--- config.mk ---
export PLATFORM = sky130hd
export DESIGN_NAME = clipped_alpha_blit_unit
export DESIGN_NICKNAME = d
export VERILOG_FILES = /design/src/hdl/cab_pkg.sv /design/src/hdl/cab_regs.sv /design/src/hdl/cab_clip.sv /design/src/hdl/cab_blend.sv /design/src/hdl/clipped_alpha_blit_unit.sv
export SDC_FILE = /design/constraint.sdc
export NUM_CORES = 2
export LEC_CHECK = 0
export ABC_AREA = 1
export BUFFER_PORTS_ARGS = -buffer_cell sky130_fd_sc_hd__buf_2
export CAP_MARGIN = 20
export CORE_MARGIN = 2
export CORE_UTILIZATION = 41
export DETAILED_ROUTE_END_ITERATION = 12
export PLACE_DENSITY = 0.64
export SLEW_MARGIN = 40
export SYNTH_ARGS = -nofsm -noshare
export SYNTH_HDL_FRONTEND = slang
export SYNTH_SLANG_ARGS = --single-unit
export TNS_END_PERCENT = 50
--- constraint.sdc ---
create_clock -name clk -period 4.9 [get_ports clk]
set_input_delay 0.49 -clock clk [delete_from_list [all_inputs] [get_ports clk]]
set_output_delay 0.49 -clock clk [all_outputs]
set_load 0.02 [all_outputs]
--- src/hdl/cab_pkg.sv ---
// Shared types, constants and helpers for the clipped alpha blit unit.
// Used by the register file, the clip and blend pipelines and the top level.
package cab_pkg;

  localparam int ADDR_W = 4;
  localparam int SIZE_W = 13;
  localparam int COORD_W = 12;
  localparam logic [SIZE_W-1:0] MAX_SIZE = 13'd4096;
  localparam logic [SIZE_W-1:0] RESET_SIZE = 13'd512;
  localparam logic [7:0] FULL_ALPHA = 8'hff;

  localparam logic CMD_CLIP = 1'b0;
  localparam logic CMD_BLEND = 1'b1;

  typedef enum logic [1:0] {
    REG_SRC_W,
    REG_SRC_H,
    REG_DST_W,
    REG_DST_H
  } cab_reg_t;

  // surface sizes, already clamped to the largest usable size
  typedef struct packed {
    logic [SIZE_W-1:0] src_w;
    logic [SIZE_W-1:0] src_h;
    logic [SIZE_W-1:0] dst_w;
    logic [SIZE_W-1:0] dst_h;
  } cab_sizes_t;

  typedef struct packed {
    logic [COORD_W-1:0] src_x;
    logic [COORD_W-1:0] src_y;
    logic [COORD_W-1:0] dst_x;
    logic [COORD_W-1:0] dst_y;
    logic [SIZE_W-1:0]  width;
    logic [SIZE_W-1:0]  height;
    logic               nothing_drawn;
  } cab_clip_res_t;

  function automatic logic [SIZE_W-1:0] clamp_size(input logic [SIZE_W-1:0] r);
    clamp_size = (r > MAX_SIZE) ? MAX_SIZE : r;
  endfunction

endpackage

--- src/hdl/cab_regs.sv ---
// APB register file holding the four surface sizes.
// Depends on cab_pkg for the register codes and the size struct.
module cab_regs (
  input  logic                       clk,
  input  logic                       rst,
  input  logic                       psel,
  input  logic                       penable,
  input  logic                       pwrite,
  input  logic [cab_pkg::ADDR_W-1:0] paddr,
  input  logic [31:0]                pwdata,
  output logic [31:0]                prdata,
  output logic                       pready,
  output cab_pkg::cab_sizes_t        sizes
);

  logic [cab_pkg::SIZE_W-1:0] src_w, src_h, dst_w, dst_h;
  logic [cab_pkg::SIZE_W-1:0] rd_val;
  cab_pkg::cab_reg_t          sel;
  logic                       wr;

  assign sel    = cab_pkg::cab_reg_t'(paddr[3:2]);
  assign wr     = psel & penable & pwrite;
  assign pready = 1'b1;

  always_ff @(posedge clk) begin
    if (rst) begin
      src_w <= cab_pkg::RESET_SIZE;
      src_h <= cab_pkg::RESET_SIZE;
      dst_w <= cab_pkg::RESET_SIZE;
      dst_h <= cab_pkg::RESET_SIZE;
    end else if (wr) begin
      case (sel)
        cab_pkg::REG_SRC_W: src_w <= pwdata[cab_pkg::SIZE_W-1:0];
        cab_pkg::REG_SRC_H: src_h <= pwdata[cab_pkg::SIZE_W-1:0];
        cab_pkg::REG_DST_W: dst_w <= pwdata[cab_pkg::SIZE_W-1:0];
        cab_pkg::REG_DST_H: dst_h <= pwdata[cab_pkg::SIZE_W-1:0];
        default: ;
      endcase
    end
  end

  always_comb begin
    case (sel)
      cab_pkg::REG_SRC_W: rd_val = src_w;
      cab_pkg::REG_SRC_H: rd_val = src_h;
      cab_pkg::REG_DST_W: rd_val = dst_w;
      cab_pkg::REG_DST_H: rd_val = dst_h;
      default:            rd_val = '0;
    endcase
  end

  assign prdata = {{(32-cab_pkg::SIZE_W){1'b0}}, rd_val};

  assign sizes.src_w = cab_pkg::clamp_size(src_w);
  assign sizes.src_h = cab_pkg::clamp_size(src_h);
  assign sizes.dst_w = cab_pkg::clamp_size(dst_w);
  assign sizes.dst_h = cab_pkg::clamp_size(dst_h);

endmodule

--- src/hdl/cab_clip.sv ---
// Four-stage rectangle clip pipeline: origin shift, offset apply,
// edge test and remaining span, then size clamp and empty check.
// Depends on cab_pkg for the size and result structs.
module cab_clip (
  input  logic                  clk,
  input  logic                  rst,
  input  logic                  in_valid,
  input  logic signed [15:0]    src_x,
  input  logic signed [15:0]    src_y,
  input  logic signed [15:0]    dst_x,
  input  logic signed [15:0]    dst_y,
  input  logic [14:0]           rect_width,
  input  logic [14:0]           rect_height,
  input  cab_pkg::cab_sizes_t   sizes,
  output logic                  out_valid,
  output cab_pkg::cab_clip_res_t res
);

  localparam int SW = cab_pkg::SIZE_W;

  // index 0 is the x axis, index 1 the y axis
  logic [1:0][SW-1:0] src_size, dst_size;

  logic               s1_valid;
  logic [1:0][15:0]   s1_s, s1_d, s1_m;
  logic [1:0][14:0]   s1_len;
  logic [1:0][15:0]   s1_m_next;

  logic               s2_valid;
  logic [1:0][15:0]   s2_s, s2_d;
  logic [1:0][16:0]   s2_len;
  logic [1:0][15:0]   s2_s_next, s2_d_next;
  logic [1:0][16:0]   s2_len_next;

  logic               s3_valid;
  logic [1:0]         s3_oor;
  logic [1:0][11:0]   s3_s, s3_d;
  logic [1:0][SW-1:0] s3_srem, s3_drem;
  logic [1:0][16:0]   s3_len;
  logic [1:0]         s3_oor_next;
  logic [1:0][SW-1:0] s3_srem_next, s3_drem_next;

  logic [1:0][SW-1:0] fin_len;
  logic               fin_empty;

  assign src_size[0] = sizes.src_w;
  assign src_size[1] = sizes.src_h;
  assign dst_size[0] = sizes.dst_w;
  assign dst_size[1] = sizes.dst_h;

  // stage 1: shift = -min(src, dst, 0) along each axis
  always_comb begin
    logic signed [15:0] lo_x, lo_y;
    lo_x = (src_x < dst_x) ? src_x : dst_x;
    lo_y = (src_y < dst_y) ? src_y : dst_y;
    s1_m_next[0] = (lo_x > 16'sd0) ? 16'd0 : lo_x;
    s1_m_next[1] = (lo_y > 16'sd0) ? 16'd0 : lo_y;
  end

  always_ff @(posedge clk) begin
    s1_s[0]   <= src_x;
    s1_s[1]   <= src_y;
    s1_d[0]   <= dst_x;
    s1_d[1]   <= dst_y;
    s1_len[0] <= rect_width;
    s1_len[1] <= rect_height;
    s1_m      <= s1_m_next;
  end

  // stage 2: apply the shift to both origins and the length
  always_comb begin
    logic [16:0] sd, dd;
    sd = '0;
    dd = '0;
    for (int a = 0; a < 2; a++) begin
      sd = {s1_s[a][15], s1_s[a]} - {s1_m[a][15], s1_m[a]};
      dd = {s1_d[a][15], s1_d[a]} - {s1_m[a][15], s1_m[a]};
      s2_s_next[a]   = sd[15:0];
      s2_d_next[a]   = dd[15:0];
      s2_len_next[a] = {2'b00, s1_len[a]} + {s1_m[a][15], s1_m[a]};
    end
  end

  always_ff @(posedge clk) begin
    s2_s   <= s2_s_next;
    s2_d   <= s2_d_next;
    s2_len <= s2_len_next;
  end

  // stage 3: origin beyond an edge, and span left up to each edge
  always_comb begin
    for (int a = 0; a < 2; a++) begin
      s3_oor_next[a]  = (s2_s[a] >= {3'b000, src_size[a]}) |
                        (s2_d[a] >= {3'b000, dst_size[a]});
      s3_srem_next[a] = src_size[a] - s2_s[a][SW-1:0];
      s3_drem_next[a] = dst_size[a] - s2_d[a][SW-1:0];
    end
  end

  always_ff @(posedge clk) begin
    s3_oor  <= s3_oor_next;
    s3_srem <= s3_srem_next;
    s3_drem <= s3_drem_next;
    s3_len  <= s2_len;
    for (int a = 0; a < 2; a++) begin
      s3_s[a] <= s2_s[a][11:0];
      s3_d[a] <= s2_d[a][11:0];
    end
  end

  // stage 4: clamp the length to both spans and flag an empty result
  always_comb begin
    logic [SW-1:0] span;
    logic          nonpos;
    span      = '0;
    nonpos    = 1'b0;
    fin_empty = s3_oor[0] | s3_oor[1];
    for (int a = 0; a < 2; a++) begin
      span   = (s3_srem[a] < s3_drem[a]) ? s3_srem[a] : s3_drem[a];
      nonpos = s3_len[a][16] | (s3_len[a] == 17'd0);
      fin_empty = fin_empty | nonpos;
      fin_len[a] = ($signed(s3_len[a]) < $signed({4'b0000, span})) ?
                   s3_len[a][SW-1:0] : span;
    end
  end

  always_ff @(posedge clk) begin
    if (rst) begin
      s1_valid  <= 1'b0;
      s2_valid  <= 1'b0;
      s3_valid  <= 1'b0;
      out_valid <= 1'b0;
    end else begin
      s1_valid  <= in_valid;
      s2_valid  <= s1_valid;
      s3_valid  <= s2_valid;
      out_valid <= s3_valid;
    end
  end

  // drive zeros on every position and size field unless a drawable clip result is present
  always_ff @(posedge clk) begin
    if (s3_valid && !fin_empty) begin
      res.src_x  <= s3_s[0];
      res.src_y  <= s3_s[1];
      res.dst_x  <= s3_d[0];
      res.dst_y  <= s3_d[1];
      res.width  <= fin_len[0];
      res.height <= fin_len[1];
    end else begin
      res.src_x  <= '0;
      res.src_y  <= '0;
      res.dst_x  <= '0;
      res.dst_y  <= '0;
      res.width  <= '0;
      res.height <= '0;
    end
    res.nothing_drawn <= s3_valid & fin_empty;
  end

endmodule

--- src/hdl/cab_blend.sv ---
// Four-stage alpha blend pipeline: channel difference, alpha multiply,
// divide by 255 through an add and shift, then add back to the destination.
// Depends on cab_pkg for the full-alpha constant.
module cab_blend (
  input  logic        clk,
  input  logic        rst,
  input  logic        in_valid,
  input  logic [31:0] src_pixel,
  input  logic [31:0] dst_pixel,
  output logic        out_valid,
  output logic [31:0] blended_pixel
);

  logic            s1_valid, s2_valid, s3_valid;
  logic [2:0][7:0] s1_abs, s1_d, s2_d, s3_d;
  logic [2:0]      s1_neg, s2_neg, s3_neg;
  logic [7:0]      s1_a;
  logic [2:0][7:0] s1_abs_next;
  logic [2:0]      s1_neg_next;
  logic [2:0][15:0] s2_mag, s2_mag_next;
  logic [2:0][7:0]  s3_q, s3_q_next;
  logic [2:0][7:0]  fin_ch;
  logic [31:0]      s1_pass, s2_pass, s3_pass;
  logic             s1_full, s2_full, s3_full;

  // stage 1: signed difference per channel, kept as sign and magnitude
  always_comb begin
    logic [8:0] diff;
    diff = '0;
    for (int c = 0; c < 3; c++) begin
      diff = {1'b0, src_pixel[8*c +: 8]} - {1'b0, dst_pixel[8*c +: 8]};
      s1_neg_next[c] = diff[8];
      s1_abs_next[c] = diff[8] ? 8'(-diff) : diff[7:0];
    end
  end

  always_ff @(posedge clk) begin
    s1_abs  <= s1_abs_next;
    s1_neg  <= s1_neg_next;
    s1_a    <= src_pixel[31:24];
    s1_full <= (src_pixel[31:24] == cab_pkg::FULL_ALPHA);
    s1_pass <= {dst_pixel[31:24], src_pixel[23:0]};
    for (int c = 0; c < 3; c++) begin
      s1_d[c] <= dst_pixel[8*c +: 8];
    end
  end

  // stage 2: magnitude times alpha
  always_comb begin
    for (int c = 0; c < 3; c++) begin
      s2_mag_next[c] = s1_abs[c] * s1_a;
    end
  end

  always_ff @(posedge clk) begin
    s2_mag  <= s2_mag_next;
    s2_neg  <= s1_neg;
    s2_d    <= s1_d;
    s2_full <= s1_full;
    s2_pass <= s1_pass;
  end

  // stage 3: x / 255 = (x + 1 + (x >> 8)) >> 8, exact below 65280 in this 16-bit sum
  always_comb begin
    logic [15:0] sum;
    sum = '0;
    for (int c = 0; c < 3; c++) begin
      sum = s2_mag[c] + 16'd1 + {8'd0, s2_mag[c][15:8]};
      s3_q_next[c] = sum[15:8];
    end
  end

  always_ff @(posedge clk) begin
    s3_q    <= s3_q_next;
    s3_neg  <= s2_neg;
    s3_d    <= s2_d;
    s3_full <= s2_full;
    s3_pass <= s2_pass;
  end

  // stage 4: truncation toward zero falls out of dividing the magnitude
  always_comb begin
    for (int c = 0; c < 3; c++) begin
      fin_ch[c] = s3_neg[c] ? (s3_d[c] - s3_q[c]) : (s3_d[c] + s3_q[c]);
    end
  end

  always_ff @(posedge clk) begin
    if (rst) begin
      s1_valid  <= 1'b0;
      s2_valid  <= 1'b0;
      s3_valid  <= 1'b0;
      out_valid <= 1'b0;
    end else begin
      s1_valid  <= in_valid;
      s2_valid  <= s1_valid;
      s3_valid  <= s2_valid;
      out_valid <= s3_valid;
    end
  end

  always_ff @(posedge clk) begin
    if (!s3_valid) begin
      blended_pixel <= '0;
    end else if (s3_full) begin
      blended_pixel <= s3_pass;
    end else begin
      blended_pixel <= {s3_pass[31:24], fin_ch[2], fin_ch[1], fin_ch[0]};
    end
  end

endmodule

--- src/hdl/clipped_alpha_blit_unit.sv ---
// Clipped alpha blit unit: rectangle clip and BGRA pixel blend commands.
// Each transaction is registered through the pipeline stages before done rises.
// Throughput one transaction per cycle, set by the four-stage pipelines.
// busy stays low; the receiver cannot stall, so results stream out unheld.
// Synchronous reset clears the pipeline valid bits and sets sizes to 512.
module clipped_alpha_blit_unit (
  input  logic                       clk,
  input  logic                       rst,
  input  logic                       psel,
  input  logic                       penable,
  input  logic                       pwrite,
  input  logic [cab_pkg::ADDR_W-1:0] paddr,
  input  logic [31:0]                pwdata,
  output logic [31:0]                prdata,
  output logic                       pready,
  input  logic                       start,
  output logic                       busy,
  input  logic                       command,
  input  logic signed [15:0]         src_x,
  input  logic signed [15:0]         src_y,
  input  logic signed [15:0]         dst_x,
  input  logic signed [15:0]         dst_y,
  input  logic [14:0]                rect_width,
  input  logic [14:0]                rect_height,
  input  logic [31:0]                src_pixel,
  input  logic [31:0]                dst_pixel,
  output logic                       done,
  output logic [11:0]                clip_src_x,
  output logic [11:0]                clip_src_y,
  output logic [11:0]                clip_dst_x,
  output logic [11:0]                clip_dst_y,
  output logic [12:0]                clip_width,
  output logic [12:0]                clip_height,
  output logic                       nothing_drawn,
  output logic [31:0]                blended_pixel
);

  cab_pkg::cab_sizes_t    sizes;
  cab_pkg::cab_clip_res_t clip_res;
  logic                   take;
  logic                   clip_valid, blend_valid;

  assign busy = 1'b0;
  assign take = start & ~busy;

  cab_regs u_regs (
    .clk     (clk),
    .rst     (rst),
    .psel    (psel),
    .penable (penable),
    .pwrite  (pwrite),
    .paddr   (paddr),
    .pwdata  (pwdata),
    .prdata  (prdata),
    .pready  (pready),
    .sizes   (sizes)
  );

  cab_clip u_clip (
    .clk         (clk),
    .rst         (rst),
    .in_valid    (take && (command == cab_pkg::CMD_CLIP)),
    .src_x       (src_x),
    .src_y       (src_y),
    .dst_x       (dst_x),
    .dst_y       (dst_y),
    .rect_width  (rect_width),
    .rect_height (rect_height),
    .sizes       (sizes),
    .out_valid   (clip_valid),
    .res         (clip_res)
  );

  cab_blend u_blend (
    .clk           (clk),
    .rst           (rst),
    .in_valid      (take && (command == cab_pkg::CMD_BLEND)),
    .src_pixel     (src_pixel),
    .dst_pixel     (dst_pixel),
    .out_valid     (blend_valid),
    .blended_pixel (blended_pixel)
  );

  assign done          = clip_valid | blend_valid;
  assign clip_src_x    = clip_res.src_x;
  assign clip_src_y    = clip_res.src_y;
  assign clip_dst_x    = clip_res.dst_x;
  assign clip_dst_y    = clip_res.dst_y;
  assign clip_width    = clip_res.width;
  assign clip_height   = clip_res.height;
  assign nothing_drawn = clip_res.nothing_drawn;

  a_done_follows_start: assert property (@(posedge clk) disable iff (rst)
    done |-> $past(start, 4))
    else $error("result without a transaction four cycles earlier");

  a_one_pipe_only: assert property (@(posedge clk) disable iff (rst)
    !(clip_valid && blend_valid))
    else $error("clip and blend results in the same cycle");

  a_empty_zero_size: assert property (@(posedge clk) disable iff (rst)
    nothing_drawn |-> (clip_width == 13'd0 && clip_height == 13'd0 &&
                       blended_pixel == 32'd0))
    else $error("empty clip with non-zero fields");

  a_size_pair: assert property (@(posedge clk) disable iff (rst)
    (clip_width != 13'd0) |-> (clip_height != 13'd0 && clip_valid))
    else $error("width without height or outside a clip result");

endmodule

Word-level counts from Yosys, hierarchy flattened
Index checks and enable logic that the tools add are counted.
{ "totals": {"out_inout_bits": 142, "input_bits": 201, "regBits": 811, "elab_cells": 165} }
{ "classes": {"multipliers": 3, "n_addsub": 28, "bitwise_logic": 12, "order_cmp": 16, "n_eq_ne": 4, "mux": 18, "reduce_logical": 11} }
{ "op_table": {"columns": ["operator", "count"], "rows": [
  ["13-bit 2-to-1 mux", 8],
  ["16-bit by 13-bit greater-or-equal comparator with 1-bit output", 4],
  ["16-bit subtractor", 4],
  ["13-bit > comparator, second input constant", 4],
  ["13-bit one-hot mux with 4 select lines", 1],
  ["13-bit subtractor", 4],
  ["16-bit by 1-bit adder with 16-bit output, second input constant", 3],
  ["16-bit by 8-bit adder with 16-bit output", 3],
  ["8-bit by 8-bit multiplier with 16-bit output", 3],
  ["8-bit 2-to-1 mux", 6],
  ["16-bit by 16-bit adder with 17-bit output", 2],
  ["17-bit zero test", 2],
  ["17-bit by 14-bit less-than comparator with 1-bit output", 2],
  ["16-bit by 1-bit > comparator with 1-bit output, second input constant", 2],
  ["16-bit less-than comparator", 2],
  ["16-bit 2-to-1 mux", 2],
  ["8-bit by 8-bit subtractor with 9-bit output", 3],
  ["13-bit less-than comparator", 2],
  ["8-bit adder", 3],
  ["24-bit 2-to-1 mux", 1],
  ["8-bit negator", 3],
  ["8-bit subtractor", 3],
  ["8-bit equality test, second input constant", 1],
  ["1-bit bitwise OR", 8],
  ["8 further kinds", 16]
]} }

Depth between registers and ports, before layout
{ "logic_depth": {"ltp_word": 6, "depth_mapped": 24, "ltp_nobuf": 23} }

By module
Synthesis repeated with hierarchy kept, for this count alone.
{ "unflattened": {"cells_unflattened": 5074, "hier_area_um2": 41277.1} }
{ "modules_own_cells": {"columns": ["mod", "n_inst", "seq_area_each_um2", "cells_each", "area_each_um2"], "rows": [
  ["cab_clip", 1, 8788.4, 2314, 19941.6],
  ["cab_blend", 1, 6406.1, 2283, 18247.5],
  ["cab_regs", 1, 1041.0, 468, 3047.9],
  ["clipped_alpha_blit_unit", 1, 0.0, 9, 40.0]
]} }

Worst setup path after synthesis
No wires, ideal clock.
{ "synth_path": {"kind": "reg-to-reg", "startpoint": "reg u_blend.s1_a[4]", "endpoint": "reg u_blend.s2_mag[31] (netlist bit)", "slack_ns": 0.446, "stages_incl_launch_ff": 22, "arrival_ns": 4.336, "required_ns": 4.781, "period_less_slack_ns": 4.454, "n_path_buf": 1, "setup_ns": 0.119, "path_cell_list": "dfxtp_1 > clkbuf_1 > nand2_1 > inv_1 > fa_1 > fa_1 > inv_1 > fa_1 > fa_1 > inv_1 > ha_1 > nand2_1 > o21ai_0 > a21oi_1 > o21ai_0 > a21oi_1 > o21ai_0 > nand2_1 > a21oi_1 > nor2_1 > nand2_1 > nand2_1"} }
{ "synth_rtl": {"columns": ["element", "line", "text"], "rows": [
  ["start, declared", "cab_blend.sv:17", "logic [7:0] s1_a;"],
  ["start signal, assigned", "cab_blend.sv:40", "s1_a <= src_pixel[31:24];"],
  ["end signal, assigned", "cab_blend.sv:56", "s2_mag <= s2_mag_next;"],
  ["end, declared", "cab_blend.sv:20", "logic [2:0][15:0] s2_mag, s2_mag_next;"]
]} }

==> run_summary.xml <==
<?xml version="1.0" encoding="UTF-8"?>
<metrics>
  <group name="pwr">
    <metric name="power_leakage" unit="nW">25.0</metric>
    <metric name="finalPower" unit="mW">27.8</metric>
    <metric name="power.density" unit="mW/mm2">596</metric>
    <metric name="switching_part_of_the_total" unit="%">38.5</metric>
    <metric name="p_switching" unit="mW">10.7</metric>
    <metric name="cell_internal_pwr" unit="mW">17.1</metric>
    <metric name="share_seq_of_total_power" unit="%">32.8</metric>
    <metric name="clockPowerShare" unit="%">24.4</metric>
    <metric name="ir_worst_vdd" unit="V">0.000372</metric>
    <metric name="comb_power_share" unit="%">42.8</metric>
  </group>
  <group name="synth">
    <metric name="synthMostInstantiatedCell" unit="">sky130_fd_sc_hd__inv_1</metric>
    <metric name="share_of_the_synthesized_area_in_the_top_cell_type" unit="%">41.4</metric>
    <metric name="ys_top_cells_by_area" unit="">sky130_fd_sc_hd__dfxtp_1, sky130_fd_sc_hd__ha_1, sky130_fd_sc_hd__inv_1</metric>
    <metric name="proportion_of_synthesized_area_in_mux_cells" unit="%">0</metric>
    <metric name="synth_enable_flop_cells" unit="">0</metric>
    <metric name="post_synth_instance_area" unit="mm2">0.0392</metric>
    <metric name="compound_gate_fraction_of_synth_area" unit="%">8.84</metric>
    <metric name="yosys.cell_types.count" unit="">48</metric>
    <metric name="synth_fa_ha_area_share" unit="%">20.6</metric>
    <metric name="yosysWarningCount" unit="">0</metric>
    <metric name="synthesis.area_per_instance" unit="um2">8.51</metric>
    <metric name="cell_taking_the_most_area_after_synthesis" unit="">sky130_fd_sc_hd__dfxtp_1</metric>
    <metric name="netlist_instances" unit="">4606</metric>
    <metric name="synth-seq-cells" unit="">811</metric>
    <metric name="synth-xor-area-share" unit="%">5.27</metric>
    <metric name="yosys.area_share.simple" unit="%">13.5</metric>
    <metric name="netlist_top_cells_count" unit="">sky130_fd_sc_hd__inv_1, sky130_fd_sc_hd__dfxtp_1, sky130_fd_sc_hd__nand2_1</metric>
    <metric name="synthArstFlopShare" unit="%">0</metric>
    <metric name="dominant_combinational_cell_family_by_area_after_synthesis" unit="">adder cells</metric>
    <metric name="synth_seq_area_share" unit="%">41.4</metric>
    <metric name="synth_ff_type" unit="">sky130_fd_sc_hd__dfxtp_1</metric>
  </group>
  <group name="sta">
    <metric name="finalClockSkew" unit="ns">0.0192</metric>
    <metric name="max_clock_freq" unit="MHz">221</metric>
    <metric name="max_slew_margin" unit="%">45.4</metric>
    <metric name="final_max_slew_violation_count" unit="">0</metric>
    <metric name="tightestPinTransition" unit="ns">0.816</metric>
    <metric name="fin_hold_ws" unit="ns">0.0771</metric>
    <metric name="totalNegativeSetupSlack" unit="ns">0</metric>
    <metric name="grt_setup_unrepaired" unit="">no</metric>
    <metric name="setup_viol" unit="">0</metric>
    <metric name="post-route-period-util" unit="%">92.4</metric>
    <metric name="timing_hold_violations_final" unit="">0</metric>
    <metric name="final_critical_path_setup_slack" unit="ns">0.372</metric>
    <metric name="finalWorstPathRequiredPeriod" unit="ns">4.53</metric>
  </group>
  <group name="global_route">
    <metric name="grt.total_usage" unit="%">19.0</metric>
    <metric name="grt_first_pass_wirelength" unit="um">149000</metric>
    <metric name="initial_antenna_violation_count" unit="">4</metric>
    <metric name="grt_remaining_overflow" unit="">0</metric>
    <metric name="grt_start_max_net_pins" unit="">54</metric>
    <metric name="number_of_global_route_vias_before_repair" unit="">29190</metric>
  </group>
  <group name="setup_path">
    <metric name="worst_setup_path_start_kind" unit="">flip-flop</metric>
    <metric name="worstPathMaxFanout" unit="">14</metric>
    <metric name="element_type_at_the_critical_path_end" unit="">flip-flop</metric>
    <metric name="arrival" unit="ns">5.06</metric>
    <metric name="worst-endpoint-required" unit="ns">5.43</metric>
    <metric name="worst_setup_path_category" unit="">reg2reg</metric>
    <metric name="ff2ff_path_depth" unit="">19</metric>
  </group>
  <group name="floorplan">
    <metric name="fp_rows" unit="">113</metric>
    <metric name="die_area" unit="mm2">0.0981</metric>
    <metric name="start_util" unit="%">41.3</metric>
    <metric name="chipHeight" unit="um">313</metric>
    <metric name="coreArea" unit="mm2">0.0949</metric>
    <metric name="die_w" unit="um">313</metric>
    <metric name="boundaryPins" unit="">343</metric>
  </group>
  <group name="placement">
    <metric name="detailed_place.area" unit="mm2">0.0420</metric>
    <metric name="place_congestion" unit="">0.899</metric>
    <metric name="hpwl" unit="um">72200</metric>
    <metric name="numPortBuffers" unit="">300</metric>
    <metric name="place.detailed.instances" unit="">6106</metric>
    <metric name="pre_cts_slack" unit="ns">0.155</metric>
  </group>
  <group name="min_path">
    <metric name="hold_depth" unit="">1</metric>
    <metric name="worst_hold_check_path_type" unit="">in2reg</metric>
  </group>
  <group name="drt">
    <metric name="drc" unit="">0</metric>
    <metric name="met1_length" unit="um">39800</metric>
    <metric name="wl_per_cell" unit="um">14.5</metric>
    <metric name="route.vias.total" unit="">29744</metric>
    <metric name="ant_nets" unit="">0</metric>
    <metric name="route.met3.wl" unit="um">4620</metric>
    <metric name="detailedRoute.firstIterationViolations" unit="">1822</metric>
    <metric name="wirelength" unit="um">93100</metric>
    <metric name="top_signal_layer_used" unit="">met5</metric>
    <metric name="route.met2.wl" unit="um">46000</metric>
    <metric name="viasPerCell" unit="">4.63</metric>
    <metric name="detail_route.first_pass.iterations" unit="">6</metric>
  </group>
  <group name="clock_network">
    <metric name="cts-buffers-inserted" unit="">89</metric>
    <metric name="clock-root-buffer" unit="">sky130_fd_sc_hd__clkbuf_16</metric>
    <metric name="cts_max_level" unit="">3</metric>
    <metric name="cts_tree" unit="">done</metric>
    <metric name="cts_buffer_depth" unit="">3</metric>
    <metric name="number_of_buffers_added_for_setup_after_cts" unit="">0</metric>
    <metric name="clk_pin_slew_worst_paths" unit="ns">0.05</metric>
    <metric name="clock_latency" unit="ns">0.65</metric>
    <metric name="cts.sink_count" unit="">811</metric>
  </group>
  <group name="job">
    <metric name="drv_cap" unit="">0</metric>
  </group>
  <group name="layout">
    <metric name="fraction_of_final_layout_cells_with_drive_strength_greater_than_1" unit="%">9.76</metric>
    <metric name="area.growth.synth_to_final" unit="%">18.9</metric>
    <metric name="final_cell_count_no_fill" unit="">6431</metric>
    <metric name="layout.core_utilization" unit="%">49.1</metric>
    <metric name="finish.instance_area" unit="mm2">0.0466</metric>
    <metric name="layout.nets" unit="">5862</metric>
  </group>
  <group name="status">
    <metric name="outcome" unit="">completed</metric>
  </group>
</metrics>
-- logic make-up (layout without fill, tap and decap cells) --
| kind of cell | Yosys count | in the layout |
|---|---|---|
| simple gates | 1319 | 1319 |
| buf+inv | 1043 | 1580 |
| flops | 811 | 811 |
| compound gates | 623 | 623 |
| fa+ha+maj | 572 | 572 |
| xor+xnor | 236 | 236 |
| other cells | 2 | 25 |
-- what timing repair did --
| item | CTS | global route |
|---|---|---|
| hold endpoints to repair | 157 | 0 |
| resized for setup | 0 | 8 |
| endpoints found under the setup margin | 0 | 4 |
| hold buffers | 157 | 0 |
-- power by group through the flow --
stage               sequential, mW  combinational [mW]  clock, mW
global route                  9.23                13.9       7.25
global placement              9.23                11.5          0
detailed placement            9.24                11.8          0
finish                        9.10                11.9       6.78
floorplan                     8.68                9.44          0
CTS                           9.11                12.0       6.95
-- placed cells by master, fill, tap and decap left out, drive strengths merged, types with 24 or more instances in the layout --
master       Yosys  routed
a21oi          297     297
buf             31     329
clkbuf          82     121
clkinv           1      24
dfxtp          811     811
dlygate4sd3      0     157
fa             124     124
ha             448     448
inv            929     934
nand2          786     786
nand3           99      99
nor2           354     354
nor3            29      29
o21ai          204     204
xnor2           72      72
xor2           164     164
-- sequential cells by signal, summed over array words and instances, names as in the netlist, 24 cells and up --
name                   count
u_clip.s3_s               24
u_blend.s1_abs            24
u_clip.s2_s               32
u_blend.s2_d              24
u_clip.s1_len             30
u_clip.s3_d               24
u_clip.s2_len             34
u_blend.s3_d              24
u_clip.s1_s               32
u_blend.s1_pass           32
u_clip.s2_d               32
u_clip.s1_m               32
u_blend.s2_pass           32
u_blend.blended_pixel     32
u_blend.s1_d              24
u_clip.s3_srem            26
u_clip.s3_len             34
u_clip.s3_drem            26
u_blend.s3_pass           32
u_clip.res                75
u_clip.s1_d               32
u_blend.s2_mag            48
u_blend.s3_q              24
-- critical path: stages (launching register included) --
cell and delay, ns:
sky130_fd_sc_hd__dfxtp_1 0.58, sky130_fd_sc_hd__buf_4 0.31, sky130_fd_sc_hd__nand2_1 0.09, sky130_fd_sc_hd__fa_1 0.47, sky130_fd_sc_hd__fa_1 0.49, sky130_fd_sc_hd__inv_1 0.05, sky130_fd_sc_hd__fa_1 0.47, sky130_fd_sc_hd__inv_1 0.05
sky130_fd_sc_hd__fa_1 0.47, sky130_fd_sc_hd__inv_1 0.04, sky130_fd_sc_hd__ha_1 0.32, sky130_fd_sc_hd__a21oi_1 0.18, sky130_fd_sc_hd__o21ai_0 0.11, sky130_fd_sc_hd__nor2_1 0.17, sky130_fd_sc_hd__o21ai_0 0.13, sky130_fd_sc_hd__nand2_1 0.07
sky130_fd_sc_hd__inv_1 0.04, sky130_fd_sc_hd__o21ai_0 0.15, sky130_fd_sc_hd__nand2_1 0.08, sky130_fd_sc_hd__xor2_1 0.14
-- final timing paths --
check | startpoint | endpoint | slack [ns]
worst max register to register | u_blend.s1_a[7] | u_blend.s2_mag[46] | 0.37
worst max-delay path | u_blend.s1_a[7] | u_blend.s2_mag[46] | 0.37
worst min-delay path | src_pixel[16] | u_blend.s1_pass[16] | 0.08
worst min register to register | u_blend.s2_pass[27] | u_blend.s3_pass[27] | 0.31
-- routing by layer --
metal	global-route usage, %	vias to the layer above
met5	0	-
met4	6.69	2
li1	-	15257
met3	2.90	171
met1	23.1	13675
met2	33.8	639
-- area by class of cell --
cell class,instances,area (um2)
fillers,8957,48200
multi-input cells,2771,19000
flip-flops and latches,811,16200
inverters,930,3490
repair buffers,486,3300
clock buffers,121,2490
well taps,1265,1580
clock inverters,43,515
diodes,4,10.0
Power figures use the tool's default switching activity.
